===== config.mk =====
export PLATFORM = sky130hd
export DESIGN_NAME = dogc_rank_cmp
export DESIGN_NICKNAME = d
export VERILOG_FILES = /design/src/rtl/dogc_pkg.sv /design/src/rtl/dogc_rank_cmp.sv
export SDC_FILE = /design/constraint.sdc
export NUM_CORES = 1
export LEC_CHECK = 0
export ABC_AREA = 1
export BUFFER_PORTS_ARGS = -buffer_cell sky130_fd_sc_hd__buf_2
export CORE_AREA = 2 2 39 41
export DETAILED_ROUTE_END_ITERATION = 6
export DIE_AREA = 0 0 41 43
export PLACE_DENSITY_LB_ADDON = 0.08
export SLEW_MARGIN = 20
export SYNTH_ARGS = -nofsm -noshare
export SYNTH_HDL_FRONTEND = slang
export SYNTH_SLANG_ARGS = --single-unit

===== constraint.sdc =====
create_clock -name vclk -period 2.9
set_input_delay 0.435 -clock vclk [all_inputs]
set_output_delay 0.435 -clock vclk [all_outputs]
set_load 0.1 [all_outputs]

===== src/rtl/dogc_pkg.sv =====
// dogc_pkg: shared types and constants of the degree ordered greedy colouring block
// no dependencies
`timescale 1ns / 1ps
package dogc_pkg;

   localparam int VERTEX_W = 7;
   localparam int COLOR_W  = 7;
   localparam int DEGREE_W = 8;
   localparam logic [DEGREE_W-1:0] DEGREE_MAX = 8'd255;

   localparam logic CMD_LOAD = 1'b0;
   localparam logic CMD_RUN  = 1'b1;

   typedef enum logic [4:0] {
      S_IDLE,
      S_LD_RDA,
      S_LD_WRA,
      S_LD_WRB,
      S_RUN,
      S_RK_RDV,
      S_RK_GETV,
      S_RK_RDW,
      S_RK_CMPW,
      S_RK_WRO,
      S_CL_RDO,
      S_CL_GETO,
      S_CL_RDA,
      S_CL_GETA,
      S_CL_RDC,
      S_CL_USEC,
      S_CL_FIND,
      S_CL_EMIT,
      S_CLEAR
   } state_type;

endpackage


===== src/rtl/dogc_rank_cmp.sv =====
// dogc_rank_cmp: ordering compare, lower degree first, ties to lower index
// depends on dogc_pkg
`timescale 1ns / 1ps
module dogc_rank_cmp #(
   parameter int IW = 6
) (
   input  logic [dogc_pkg::DEGREE_W-1:0] deg_w,
   input  logic [IW-1:0]                 idx_w,
   input  logic [dogc_pkg::DEGREE_W-1:0] deg_v,
   input  logic [IW-1:0]                 idx_v,
   output logic                          precedes
);

   // w goes before v in visiting order
   assign precedes = (deg_w < deg_v) || ((deg_w == deg_v) && (idx_w < idx_v));

endmodule

=== Yosys cells after proc, flatten, opt, wreduce, memory -nomap -nowiden ===
Cells that the tools add are included.

* Eq/ne operators: 1
* Reductions and logical operators: 2
* Magnitude comparators: 2

{| class="wikitable"
|+ Operators with widths
! kind !! count
|-
| 8-bit equality test || 1
|-
| 8-bit less-than comparator || 1
|-
| 6-bit less-than comparator || 1
|-
| 1-bit logical AND || 1
|-
| 1-bit logical OR || 1
|}

* Bits in registers: 0
* Input bits: 28
* Output and inout bits: 1
* Word-level logic and storage cells: 5

=== Longest topological paths before layout ===
* Depth in word-level cells: 3
* Mapped depth: 10
* Mapped depth without buffers: 10

=== Worst setup path after synthesis ===
Ideal clock, no wire load.

* Path type: input to output
* From: in deg_v[7] in the netlist's numbering
* To: out precedes
* Stages on the path: 8
* Path slack: 0.765 ns
* Required time: 2.465 ns
* Arrival: 1.700 ns
* Buffers on the path: 0
* Cell sequence: inv_1 -> ha_1 -> nand2_1 -> inv_2 -> nand2_2 -> nor2_1 -> nand3_1 -> nand2_1

* Word-level cells in the longest chain between the ends: 3
* Elaborated cells on any way between the ends: 4
* Classes of those cells: order compare: 1; eq/ne: 1; reduce/logical: 2

{| class="wikitable"
|+ RTL lines
! what !! line !! source
|-
| start: declaration || dogc_rank_cmp.sv:9 || <nowiki>input logic [dogc_pkg::DEGREE_W-1:0] deg_v,</nowiki>
|-
| branches (longest 2 deep; another with 8-bit less-than comparator) || n/a ||
|-
| 1-bit logical OR (*) || dogc_rank_cmp.sv:15 || <nowiki>assign precedes = (deg_w < deg_v) || ((deg_w == deg_v) && (idx_w < idx_v));</nowiki>
|-
| end: declaration || dogc_rank_cmp.sv:11 || <nowiki>output logic precedes</nowiki>
|}

Mark *: on every way between the ends.

=== Worst setup path in the final report ===
Same ends and word-level chain as after synthesis.

==> metrics <==
mean post-synth cell area=5.686 µm²; Yosys cell types=11; die footprint=0.001763 mm²; max incr delay on CP=0.42 ns; top-count cell post-synth=inv_1; status=finished clean; number of global-route vias before repair=335; WS Path Type=primary input to primary output; Die Span Y=43 µm; P_int=0.00003426 W; DPL Wire Length=635.8 µm; WL/cell=5.805 µm; top cells by area, synth=ha_1, inv_1, nand2_1, nor2_1, a21oi_1; via count=452; slowest CP cell=buf_2; initial antenna violation count=0; Commonest cells post-synth=inv_1, nand2_1, ha_1, nor2_1; register share of total power=0; number of port buffers=29; CP cell instances=buf_2 -> inv_1 -> ha_1 -> nand2_1 -> inv_2 -> nand2_2 -> nor2_1 -> nand3_1 -> nand2_1 -> buf_2; Resize count post-CTS=0; final net count=140; Synth warnings=0; critical path startpoint category=primary input; sw frac=0.5645; RSZ-0062 raised after global routing=false; post-synth top area share=0.4207; gpl congestion=0.5542; Max Slew Vio Count=0; Post-Syn Nets=109; Reg area=0 µm²; hold-fix buffers at CTS=0; Final Worst Setup Slack=0.8064 ns; crit end category=primary output; FFs & Latches=0; register area share after synthesis=0; pre-CTS setup slack=0.8066 ns; Switching Power=0.00004442 W; Worst VDD drop=0.00009322 V; Initial Utilization=0.2794; setup tns final=0 ns; Worst slew margin=0.6780; layout clock buffer count=0; pwr dens=142.6 mW/mm²; crit-path max FO=2; kind of cell adding the most delay to the critical path=buffers and inverters; GR Overflow Total=0; crit share post-route=0.7219; die width=41 µm; Fmax achieved=477.7 MHz; cell area after synthesis=386.6 µm²; area post-placement=551.8 µm²; Tmin final=2.094 ns; starting DRC count in detailed routing=6; diode count=0; dominant cell type by area after synthesis=ha_1; WP buf/inv=4; clock share of power=0; first drt pass iteration count=4; hold crit path type=primary input to primary output; worst-margin pin slew=0.4864 ns; I/O pin count=29; final hold viol count=0; final design area excluding fillers=551.8 µm²; Area growth syn-to-layout=42.72%; power share of the combinational group=1.000; Routed Antenna Nets=0; Syn Inst Count=68; Arr. time, crit path=1.66 ns; first-pass GRT wire length=1055 µm; DR vias/cell=4.000; largest net degree at the start of global routing=4; fraction of layout instances using a drive strength above 1=0.3402; WL final=656 µm; leakage=0.4155 nW; Core Area=0.001384 mm²; Post-CTS Setup Bufs=0; all-layer global routing usage=0.07792; Worst Path Required=2.47 ns; final setup vio count=0; # Max-Cap Violations=0; DRC Markers=0; Rows=14
-- area by class of cell --
| class | instances | area [µm²] |
|---|---|---|
| Fill cell | 171 | 832.0 |
| Tap cell | 16 | 20.02 |
| Multi-Input combinational cell | 44 | 296.5 |
| Timing Repair Buffer | 29 | 145.1 |
| Inverter | 24 | 90.09 |
-- cell usage in the layout, fill, tap and decap left out, drive strengths merged --
cell,Yosys,routed
buf,0,29
nand2,21,21
a21oi,3,3
ha,13,13
nand3,1,1
inv,24,24
a21o,1,1
nor2,4,4
nand4,1,1
-- cell families (layout without fill, tap and decap cells) --
kind of cell / after synthesis / count (layout) / synth area share
adder cells (fa/ha/maj): 13 / 13 / 0.4207
AO/OA/AOI/OAI: 4 / 4 / 0.06797
buffers and inverters: 24 / 53 / 0.2330
AND/OR/NAND/NOR: 27 / 27 / 0.2783
-- power by group through the flow --
| stage | logic (W) | registers (W) | clock network [W] |
|---|---|---|---|
| finish | 0.0000787 | 0 | 0 |
| global route | 0.0000911 | 0 | 0 |
| CTS | 0.0000805 | 0 | 0 |
| detailed placement | 0.0000799 | 0 | 0 |
| global placement | 0.0000794 | 0 | 0 |
| floorplan | 0.0000531 | 0 | 0 |
-- routing by layer --
layer,track usage,wire (µm),share of wire
met5,0,0,0
met4,0,0,0
met1,0.09177,275,0.42
met3,0,59,0.090
met2,0.1531,321,0.49
-- through the flow --
step / hold WS, ns / util / std cells / total power (W)
after floorplan: 1.620 / - / 68 / 0.00005311
after global placement: 1.548 / 0.3987 / 113 / 0.00007944
after detailed placement: 1.546 / 0.3987 / 113 / 0.00007987
after CTS: 1.550 / 0.3987 / 113 / 0.00008052
after global routing: 1.617 / 0.3987 / 113 / 0.00009110
final: 1.544 / 0.3987 / 113 / 0.00007869
-- final timing paths --
check	endpoint	slack, ns	from	cells after the start
hold / removal	precedes	1.54	idx_v[0]	8
setup / recovery	precedes	0.81	deg_v[7]	10
Note: power is estimated with default switching activity, not from simulation.
