File: src/rtl/dogc_ram.sv
// dogc_ram: generic simple dual port ram, one write and one registered read port
// no dependencies
`timescale 1ns / 1ps
module dogc_ram #(
   parameter int WIDTH = 8,
   parameter int DEPTH = 64
) (
   input  logic                     clock,
   input  logic                     wr_en,
   input  logic [$clog2(DEPTH)-1:0] wr_addr,
   input  logic [WIDTH-1:0]         wr_data,
   input  logic [$clog2(DEPTH)-1:0] rd_addr,
   output logic [WIDTH-1:0]         rd_data
);

   logic [WIDTH-1:0] mem_ff [DEPTH];
   logic [WIDTH-1:0] rd_data_ff;

   // write port and registered read
   always_ff @(posedge clock) begin
      if (wr_en) begin
         mem_ff[wr_addr] <= wr_data;
      end
      rd_data_ff <= mem_ff[rd_addr];
   end

   assign rd_data = rd_data_ff;

endmodule

File: config.mk
export PLATFORM = sky130hd
export DESIGN_NAME = dogc_ram
export DESIGN_NICKNAME = d
export VERILOG_FILES = /design/src/rtl/dogc_ram.sv
export SDC_FILE = /design/constraint.sdc
export NUM_CORES = 1
export LEC_CHECK = 0
export BUFFER_PORTS_ARGS = -buffer_cell sky130_fd_sc_hd__buf_4
export CAP_MARGIN = 30
export CORE_UTILIZATION = 56
export DETAILED_ROUTE_END_ITERATION = 8
export GPL_TIMING_DRIVEN = 1
export PLACE_DENSITY = 0.75
export SETUP_SLACK_MARGIN = 0.15
export SYNTH_ARGS = -nofsm -noshare
export SYNTH_HDL_FRONTEND = slang
export SYNTH_SLANG_ARGS = --single-unit
File: constraint.sdc
create_clock -name clock -period 2 [get_ports clock]
set_input_delay 0.4 -clock clock [delete_from_list [all_inputs] [get_ports clock]]
set_output_delay 0.4 -clock clock [all_outputs]
set_load 0.02 [all_outputs]
# After elaboration in Yosys (flattened, before gate mapping)
# Memory sizes are Yosys's and may differ from the RTL's. A register that Yosys moved wholly into a read port is not among the register bits.
# Cells that the tools add are included.
op_classes:
  n_mux: 2
ops:
  columns: ["operator", "n"]
  rows:
  - ["1-bit 2-to-1 mux", 2]
word_totals:
  regBits: 0
  mem_bits_rw: 512
  input_bits: 22
  out_inout_bits: 8
  wordCells: 3
  n_memories: 1
memory_table:
  columns: ["name", "depth", "word_bits", "rd", "rd_clocked_by_memory_dff", "wr", "line_no", "text"]
  rows:
  - ["mem_ff", 64, 8, 1, 1, 1, "16", "logic [WIDTH-1:0] mem_ff [DEPTH];"]

# Logic depth before layout (Yosys ltp)
# Gate-level depths: netlist of the first run.
logic_depth:
  word_depth: 2
  ltp_mapped: 9
  ltp_nobuf: 5

# Least setup slack after synthesis of the first run
# Ideal clock, no wire load.
synth_path:
  path_kind: "input port to flip-flop"
  from: "in rd_addr[1]"
  to: "reg rd_data_ff[3], in the netlist rd_data[3], read port of mem_ff"
  setup_time_ps: 128
  t_arrival_ps: 1940
  required_ps: 1872
  path_slack_ps: -68
  cell_stages: 7
  path_buffers: 3
  cell_sequence: "buf_4 > buf_2 > buf_2 > mux4_2 > mux4_2 > o21ai_1 > o41ai_1"
synth_lines:
  columns: ["item", "line_no", "text"]
  rows:
  - ["start, declared", "12", "input logic [$clog2(DEPTH)-1:0] rd_addr,"]
  - ["end, declared", "17", "logic [WIDTH-1:0] rd_data_ff;"]

==> flow_metrics.py, run 1 <==
metrics = {
    "run_status": {
        "status": "finished, final reports clean",
    },
    "worst_setup_path": {
        "r2r_setup_slack_ps": 120,
        "reg2reg_to": "rd_data[1]",
        "critPathRequiredTime_ps": 2470,
        "startpoint_type": "flop",
        "worstSetupEndpointType": "flop",
        "r2r_start": "mem_ff[0][1]",
        "worstPathMaxFanout": 1,
        "worstPathArrival_ps": 2350,
        "criticalPathCategory": "flop to flop",
        "timing.reg2reg.worst_path_depth": 5,
    },
    "timing": {
        "final-setup-viol-count": 0,
        "timing.hold.ws_ps": 226,
        "fmax_mhz": 532,
        "rsz0062_at_grt": "yes",
        "fin_crit_sh_pct": 94.0,
        "worstMarginPinSlew_ps": 740,
        "slew_violations": 0,
        "finalHoldViolCount": 0,
        "period_needed_ps": 1880,
        "worst_clock_skew_ps": 16.2,
        "slew_headroom_pct": 50.7,
    },
    "floorplanning": {
        "initial_core_util_pct": 56.8,
        "core_area_um2": 35500,
        "die-area_um2": 36800,
        "io_pins": 30,
        "die_w_um": 192,
        "die_h_um": 192,
        "num_rows": 69,
    },
    "clock_network": {
        "post_cts_buffers": 0,
        "cts_tree": "built",
        "cts_made_buffers": 50,
        "clockRootBuffer": "clkbuf_16",
        "insertion_delay_ps": 580,
        "cts-htree-levels": 2,
        "cts_max_path_buffers": 3,
        "cts.sinks": 520,
        "path_clk_slew_ps": 60,
    },
    "detailed_routing": {
        "routedWlPerCell_um": 27.1,
        "viasPerCell": 6.29,
        "drc_errors": 0,
        "drtAntennaViolNets": 0,
        "wirelength_mm": 43.9,
        "drt_iter0_markers": 1165,
        "drtPass1Iterations": 5,
        "num_vias": 10163,
    },
    "worst_hold_path": {
        "hp-start": "rd_addr[5]",
        "hold_path_end": "rd_data[4]",
        "hold_path_depth": 3,
        "min_path_type": "input port to flop",
    },
    "pwr": {
        "seq_power_share_pct": 54.1,
        "p_leak_nw": 7.69,
        "ir_drop_mv": 0.867,
        "clkPwrFrac_pct": 40.1,
        "comb_power_share_pct": 5.8,
        "powerDensity_nw_per_um2": 947,
        "p_switching_mw": 4.68,
        "p_int_mw": 17.7,
        "swShare_pct": 20.9,
    },
    "cells_and_area": {
        "stdcell_count": 1616,
        "antenna_cells": 0,
        "synthToLayoutAreaGrowth_pct": 17.0,
        "fill_cells": 2218,
        "layout.nets": 1141,
        "drive_above_1_share_pct": 35.1,
    },
    "synthesis": {
        "synth_enable_flop_cells": 512,
        "yosysSeqAreaShare_pct": 77.0,
        "netlist_area_um2": 20200,
        "synth.distinct_cells": 40,
        "ys_async_sr_fraction_pct": 0,
        "synthCells": 940,
        "synth_flop_cell": "edfxtp_1",
        "synth.avg_cell_area_um2": 21.5,
        "ys_warn_count": 0,
        "synth_nets": 962,
        "synth_seq_cells": 520,
    },
    "global_route": {
        "grt_max_degree": 65,
        "antenna_found_initial": 0,
        "grt_use_total_pct": 24.6,
        "grt_pass1_wl_mm": 64.5,
        "grt_overflow": 0,
        "grt_pass1_vias": 10138,
    },
    "place": {
        "hpwl_mm": 27.0,
        "place.gp.congestion": 0.851,
        "io_buffers": 29,
        "dp.cells": 1527,
    },
    "run": {
        "drv_cap": 0,
    },
}
-- stage by stage --
stage	setup WS, ps	util [%]	area [µm²]	total power [mW]	setup TNS (ps)
final	119	66.5	23600	22.3	0
after global placement	-406	61.8	21900	13.6	-2840
after global routing	86.0	66.5	23600	22.9	0
after floorplan	51.5	-	20200	13.0	0
after detailed placement	-467	61.8	21900	13.6	-3050
after CTS	84.0	66.3	23500	22.4	0
-- sequential cells by signal, summed over array words and instances, names as in the netlist --
register  flops
rd_data       8
mem_ff      512
-- logic make-up after synthesis --
| kind of cell | share of synthesized area, % |
|---|---|
| AOI/OAI and AO/OA | 2.07 |
| buffers and inverters | 1.57 |
| DFF | 77.0 |
| muxes | 15.9 |
| and+or+nand+nor | 3.39 |
-- synthesized netlist by cell type (all sizes together) (2+ instances only) --
| library cell | instances | area (µm²) |
|---|---|---|
| o41ai | 2 | 17.5 |
| nand2b | 7 | 43.8 |
| o32ai | 2 | 17.5 |
| a221oi | 6 | 52.6 |
| buf | 34 | 253 |
| nand2 | 19 | 71.3 |
| mux4 | 126 | 2840 |
| a22oi | 3 | 22.5 |
| mux2 | 13 | 146 |
| nor2b | 14 | 87.6 |
| o21a | 2 | 15.0 |
| nor3 | 7 | 35.0 |
| nand3 | 13 | 65.1 |
| o221ai | 8 | 70.1 |
| mux2i | 23 | 230 |
| o2111ai | 3 | 26.3 |
| edfxtp | 512 | 15400 |
| o22ai | 8 | 50.1 |
| a211oi | 4 | 30.0 |
| clkbuf | 17 | 63.8 |
| a2111oi | 2 | 17.5 |
| nand4 | 2 | 12.5 |
| o2bb2ai | 3 | 26.3 |
| a21oi | 3 | 15.0 |
| o21ai | 4 | 20.0 |
| dfxtp | 8 | 160 |
| nor4 | 2 | 12.5 |
| o221a | 2 | 22.5 |
| nand3b | 3 | 22.5 |
| nor2 | 83 | 312 |
-- power groups by stage --
stage / Clock, mW / Combinational [mW] / Sequential [mW]
2_1_floorplan: 0 / 0.660 / 12.3
3_3_place_gp: 0 / 1.23 / 12.3
3_5_place_dp: 0 / 1.26 / 12.3
4_1_cts: 9.05 / 1.29 / 12.1
5_1_grt: 9.46 / 1.37 / 12.1
6_report: 8.95 / 1.29 / 12.1
-- per-layer routing --
metal	track usage [%]	up-vias	routed length, µm
met5	0	-	0
met4	7.75	0	1150
met3	3.71	70	3300
met2	39.8	476	21700
met1	35.0	5334	17700
li1	-	4283	-
-- placed cells by master, fill, tap and decap left out, drive strengths merged, types with 3 or more instances in the layout --
cell	instances
edfxtp	512
buf	177
mux4	126
nor2	83
clkbuf	62
mux2i	23
nand2	19
clkinv	18
nor2b	14
mux2	13
nand3	13
o221ai	8
o22ai	8
dfxtp	8
nand2b	7
nor3	7
a221oi	6
a211oi	4
clkinvlp	4
o21ai	4
nand3b	3
a21oi	3
a22oi	3
o2111ai	3
bufinv	3
o2bb2ai	3
-- worst max-delay path, cell delays in order (launching register included) --
cell       delay (ps)
edfxtp_1          420
mux4_2            490
mux4_2            520
nor2_4            140
nor3_4             60
o2bb2ai_2         130
-- cell type report --
class	instances	area (µm²)	area share, %
flip-flops and latches	520	15500	65.9
well taps	461	577	2.45
clock inverters	27	231	0.981
multi-input cells	369	4410	18.7
clock buffers	61	1310	5.56
repair buffers	178	1520	6.44
-- what timing repair did --
item                       in CTS  in global routing
pin swaps                       3                  3
setup endpoints to repair       4                  6
resized for setup              10                  6
hold buffers                    0                  0
cloned                          0                  1
-- worst max path at each step --
stage / startpoint / end / slack [ps] / cells past startpoint
after detailed placement: rd_addr[0] / rd_data[1] / -470 / 7
after CTS: mem_ff[0][1] / rd_data[1] / 80 / 5
after floorplan: rd_addr[0] / rd_data[7] / 50 / 7
final: mem_ff[0][1] / rd_data[1] / 120 / 5
after global placement: rd_addr[0] / rd_data[1] / -410 / 8
after global routing: mem_ff[0][1] / rd_data[1] / 90 / 5
Note: power is estimated with default switching activity, not from simulation.
==> run 2: changes to the inputs <==
- CORE_UTILIZATION: 56 -> 50
- PLACE_DENSITY: 0.75 -> 0.68
==> run 2 against run 1 <==
  * Clock-buffer cell count increased by 9
  * Register-to-register slack got worse by 20 ps
  * Maximum frequency decreased by 0.85%
  * Highest routed layer unchanged
  * Non-clock buffer count increased by 7
  * Sequential share of layout area decreased by 0.47 points
  * Cell count increased by 4.5%
  * Global-route usage decreased by 1.7 points
  * Clock skew decreased by 1.1 ps
  * Die area increased by 12%
  * Via count decreased by 0.64%
==> flow_metrics.py, run 2 (synthesis results as in run 1) <==
metrics = {
    "run_status": {
        "status": "finished, final reports clean",
    },
    "cells_and_area": {
        "top_register": "mem_ff",
        "antenna_cells": 0,
        "largest_reg_flops": 512,
        "final_area_um2": 23800,
        "fill_cells": 2801,
        "layout.nets": 1149,
        "final_cell_mix": "edfxtp_1, buf_4, mux4_2",
        "layout_commonest_cell": "edfxtp_1",
        "drive_above_1_share_pct": 34.3,
        "stdcell_count": 1689,
        "synthToLayoutAreaGrowth_pct": 17.8,
    },
    "clock_network": {
        "cts_tree": "built",
        "hold_buffers": 0,
        "cts_made_buffers": 51,
        "cts.sinks": 520,
        "post_cts_buffers": 0,
        "clockRootBuffer": "clkbuf_16",
        "cts-htree-levels": 2,
        "path_clk_slew_ps": 60,
        "cts_max_path_buffers": 3,
        "insertion_delay_ps": 590,
    },
    "detailed_routing": {
        "wirelength_mm": 45.3,
        "num_vias": 10098,
        "drc_errors": 0,
        "drt_iter0_markers": 987,
        "drtPass1Iterations": 5,
        "drtAntennaViolNets": 0,
        "viasPerCell": 5.98,
        "routedWlPerCell_um": 26.8,
    },
    "worst_setup_path": {
        "critPathRequiredTime_ps": 2460,
        "criticalPathCategory": "flop to flop",
        "worstPathArrival_ps": 2360,
        "crit_chain": "mux4_2 -> mux2_4 -> o221a_4 -> nor3_2 -> buf_4 -> o32ai_1",
        "crit_buf_inv": 1,
        "startpoint_type": "flop",
        "worstSetupEndpointType": "flop",
        "cp_slowest_stage_delay_ps": 490,
        "cpLargestDelayFamily": "multiplexers",
        "critPathSlowestCell": "mux4_2",
        "worstPathMaxFanout": 1,
    },
    "pwr": {
        "ir_drop_mv": 0.729,
        "p_leak_nw": 7.72,
        "powerDensity_nw_per_um2": 937,
        "power_mw": 22.3,
    },
    "place": {
        "hpwl_mm": 28.9,
        "place.gp.congestion": 0.837,
        "io_buffers": 29,
        "dp.cells": 1598,
        "place_area_um2": 22100,
        "detailedPlace.worstSlack_ps": -579,
    },
    "floorplanning": {
        "initial_core_util_pct": 50.8,
        "die_h_um": 203,
        "core_area_um2": 39700,
        "num_rows": 73,
        "die_w_um": 203,
        "io_pins": 30,
        "die-area_um2": 41100,
    },
    "timing": {
        "slew_violations": 0,
        "finalHoldViolCount": 0,
        "worstMarginPinSlew_ps": 717,
        "fmax_mhz": 527,
        "slew_headroom_pct": 52.2,
        "period_needed_ps": 1900,
        "setup_slack_ps": 103,
        "final-setup-viol-count": 0,
        "rsz0062_at_grt": "yes",
        "fin_crit_sh_pct": 94.9,
        "worst_clock_skew_ps": 15.1,
    },
    "global_route": {
        "grt_overflow": 0,
        "grt_max_degree": 65,
        "grt_use_total_pct": 23.0,
        "antenna_found_initial": 0,
        "grt_pass1_wl_mm": 67.6,
        "grt_pass1_vias": 10421,
    },
    "worst_hold_path": {
        "min_path_type": "input port to flop",
    },
    "run": {
        "drv_cap": 0,
    },
}
==> run 2: cell types whose count changed in the layout (fill, tap and decap cells not counted), sizes merged <==
cell / previous run / this run
buf: 177 / 184
inv: 2 / 0
bufinv: 3 / 1
clkbuf: 62 / 71
clkinv: 18 / 17
clkinvlp: 4 / 2
==> run 2: worst paths after layout <==
check | to | from | cells after the start | slack, ps
setup / recovery | rd_data[4] | mem_ff[29][4] | 6 | 100
hold reg to reg | rd_data[1] | mem_ff[22][1] | 4 | 840
hold / removal | rd_data[1] | rd_addr[5] | 3 | 220
setup reg to reg | rd_data[4] | mem_ff[29][4] | 6 | 100
==> run 2: per-layer routing <==
layer	wire length, µm	track usage, %
met1	18500	32.3
met2	21700	35.6
met3	3970	6.07
met4	1150	6.98
met5	0	0
==> run 2: timing repair <==
item	4_1_cts	5_1_grt
cloned	1	0
endpoints found under the setup margin	5	8
resized for setup	15	9
pin swaps	2	0
hold endpoints to repair	0	0
==> run 2: power by group <==
part / total, mW / internal [mW] / leakage (nW) / switching (mW)
combinational: 1.34 / 0.584 / 2.33 / 0.753
clock: 8.81 / 4.94 / 0.717 / 3.87
sequential: 12.1 / 12.1 / 4.67 / 0.0451
==> run 2: final cells by class <==
| class | count | area, µm² | share of cell area [%] |
|---|---|---|---|
| clock buffer | 70 | 1390 | 5.85 |
| clock inverter | 20 | 110 | 0.463 |
| multi-input combinational | 369 | 4430 | 18.7 |
| sequential | 520 | 15500 | 65.4 |
| tap | 525 | 657 | 2.77 |
| timing repair buffer | 185 | 1630 | 6.86 |
==> run 2: stage by stage <==
stage | setup TNS [ps] | hold WS [ps] | utilization [%]
after floorplan | 0 | 499 | -
after global placement | -3700 | 804 | 55.7
after detailed placement | -3830 | 812 | 55.7
after CTS | 0 | 187 | 59.7
after global routing | 0 | 205 | 59.8
final | 0 | 218 | 59.8
==> run 2: tightest hold or removal path: cells and delay by family <==
kind | cells | cell delay [ps]
AO/OA/AOI/OAI | 1 | 60
buffers and inverters | 1 | 200
AND/OR/NAND/NOR | 1 | 100
==> run 3: changes to the inputs <==
- RECOVER_POWER: unset -> 50
==> run 3 against run 2 <==
  * The flow now finishes with violations (max-capacitance violations, max-slew violations)
  * Clock skew shrank 0.65 ps
  * Via count is 0.64% higher
  * Core utilization down 0.076 points
  * Critical path type unchanged
  * Sequential power barely moved
  * Clock power barely moved
  * Non-clock buffer count unchanged
  * Clock-buffer cell count unchanged
  * Power is essentially flat
  * Global-route usage is the same
  * Flip-flop and latch count did not move
==> flow_metrics.py, run 3 (synthesis results as in run 1) <==
metrics = {
    "global_route": {
        "grt_max_degree": 65,
        "grt_overflow": 0,
        "grt_pass1_vias": 10421,
        "grt_pass1_wl_mm": 67.6,
        "grt_use_total_pct": 23.0,
        "antenna_found_initial": 0,
    },
    "floorplanning": {
        "initial_core_util_pct": 50.8,
        "die-area_um2": 41100,
        "num_rows": 73,
        "die_h_um": 203,
        "io_pins": 30,
        "die_w_um": 203,
        "core_area_um2": 39700,
    },
    "cells_and_area": {
        "largest_reg_flops": 512,
        "antenna_cells": 0,
        "drive_above_1_share_pct": 33.9,
        "final_cell_mix": "edfxtp_1, buf_4, mux4_2",
        "multi_input_area_um2": 4430,
        "layout_commonest_cell": "edfxtp_1",
        "synthToLayoutAreaGrowth_pct": 17.7,
        "layout.nets": 1149,
        "top_register": "mem_ff",
        "stdcell_count": 1689,
        "seq_area_um2": 15500,
        "fill_cells": 2805,
    },
    "timing": {
        "worst_clock_skew_ps": 14.4,
        "setup_slack_ps": 104,
        "fin_crit_sh_pct": 94.8,
        "fin_tns_setup_ps": 0,
        "rsz0062_at_grt": "yes",
        "period_needed_ps": 1900,
        "slew_violations": 61,
        "final-setup-viol-count": 0,
        "timing.hold.ws_ps": 220,
        "fmax_mhz": 528,
        "slew_headroom_pct": -6.20,
        "finalHoldViolCount": 0,
        "worstMarginPinSlew_ps": 1590,
    },
    "detailed_routing": {
        "viasPerCell": 6.02,
        "drt_iter0_markers": 973,
        "drc_errors": 0,
        "num_vias": 10163,
        "drtAntennaViolNets": 0,
        "wirelength_mm": 45.4,
        "routedWlPerCell_um": 26.9,
        "drtPass1Iterations": 6,
    },
    "worst_setup_path": {
        "r2r_start": "mem_ff[29][4]",
        "worstPathArrival_ps": 2360,
        "startpoint_type": "flop",
        "cp_slowest_stage_delay_ps": 490,
        "worstSetupEndpointType": "flop",
        "startpoint": "mem_ff[29][4]",
        "cpLargestDelayFamily": "multiplexers",
        "worstPathMaxFanout": 1,
        "crit_chain": "mux4_2 -> mux2_4 -> o221a_4 -> nor3_2 -> buf_4 -> o32ai_1",
        "crit_buf_inv": 1,
        "critPathRequiredTime_ps": 2460,
        "critPathSlowestCell": "mux4_2",
        "criticalPathCategory": "flop to flop",
    },
    "clock_network": {
        "hold_buffers": 0,
        "post_cts_buffers": 0,
        "cts_max_path_buffers": 3,
        "insertion_delay_ps": 590,
        "cts_tree": "built",
        "clockRootBuffer": "clkbuf_16",
        "path_clk_slew_ps": 60,
        "cts-htree-levels": 2,
        "cts_made_buffers": 51,
        "cts.sinks": 520,
    },
    "place": {
        "dp.cells": 1598,
        "hpwl_mm": 28.9,
        "detailedPlace.worstSlack_ps": -579,
        "place.gp.congestion": 0.837,
        "io_buffers": 29,
    },
    "pwr": {
        "ir_drop_mv": 0.726,
        "power_mw": 22.3,
        "powerDensity_nw_per_um2": 938,
        "p_leak_nw": 7.70,
    },
    "worst_hold_path": {
        "hp-start": "rd_addr[5]",
        "min_path_type": "input port to flop",
    },
    "run_status": {
        "status": "finished with violations",
        "violations": "max-capacitance violations, max-slew violations",
    },
    "run": {
        "drv_cap": 2,
    },
}
-- run 3: cell count changes in the layout (fill, tap and decap cells not counted) --
cell | previous run | this run
clkbuf_2 | 0 | 6
clkbuf_1 | 17 | 21
buf_4 | 165 | 155
-- run 3: report_power, final --
group	internal (mW)	switching (mW)	leakage (nW)
combinational	0.577	0.755	2.31
clock	4.94	3.86	0.717
sequential	12.1	0.0461	4.67
total	17.6	4.66	7.70
-- run 3: cell type report --
| type | instances | share of cell area, % |
|---|---|---|
| Sequential cell | 520 | 65.5 |
| Timing Repair Buffer | 185 | 6.74 |
| Clock inverter | 20 | 0.464 |
| Tap cell | 525 | 2.77 |
| Clock buffer | 70 | 5.86 |
| Multi-Input combinational cell | 369 | 18.7 |
-- run 3: final timing paths --
kind	to	cells after the start	slack, ps
max	rd_data[4]	6	100
min	rd_data[1]	3	220
min reg2reg	rd_data[1]	4	840
max reg2reg	rd_data[4]	6	100
-- run 3: stage by stage --
step / util (%) / cell area (µm²)
after floorplan: - / 20200
after global placement: 55.7 / 22100
after detailed placement: 55.7 / 22100
after CTS: 59.7 / 23700
after global routing: 59.7 / 23700
final: 59.7 / 23700
-- run 3: metal layers --
| layer | part of all wire, % | track usage (%) |
|---|---|---|
| met2 | 48 | 35.6 |
| met3 | 8.9 | 6.07 |
| met1 | 41 | 32.3 |
| met4 | 2.7 | 6.98 |
| met5 | 0 | 0 |
-- run 3: what timing repair did --
item,4_1_cts,5_1_grt
setup endpoints to repair,5,8
pin swaps,2,0
gates resized for setup,15,9
cloned,1,0
-- run 3: worst reg2reg max path, cell delays in order (launching register included) --
cell      delay [ps]
edfxtp_1         360
mux4_2           490
mux2_4           290
o221a_4          280
nor3_2           150
buf_4            130
o32ai_1           80
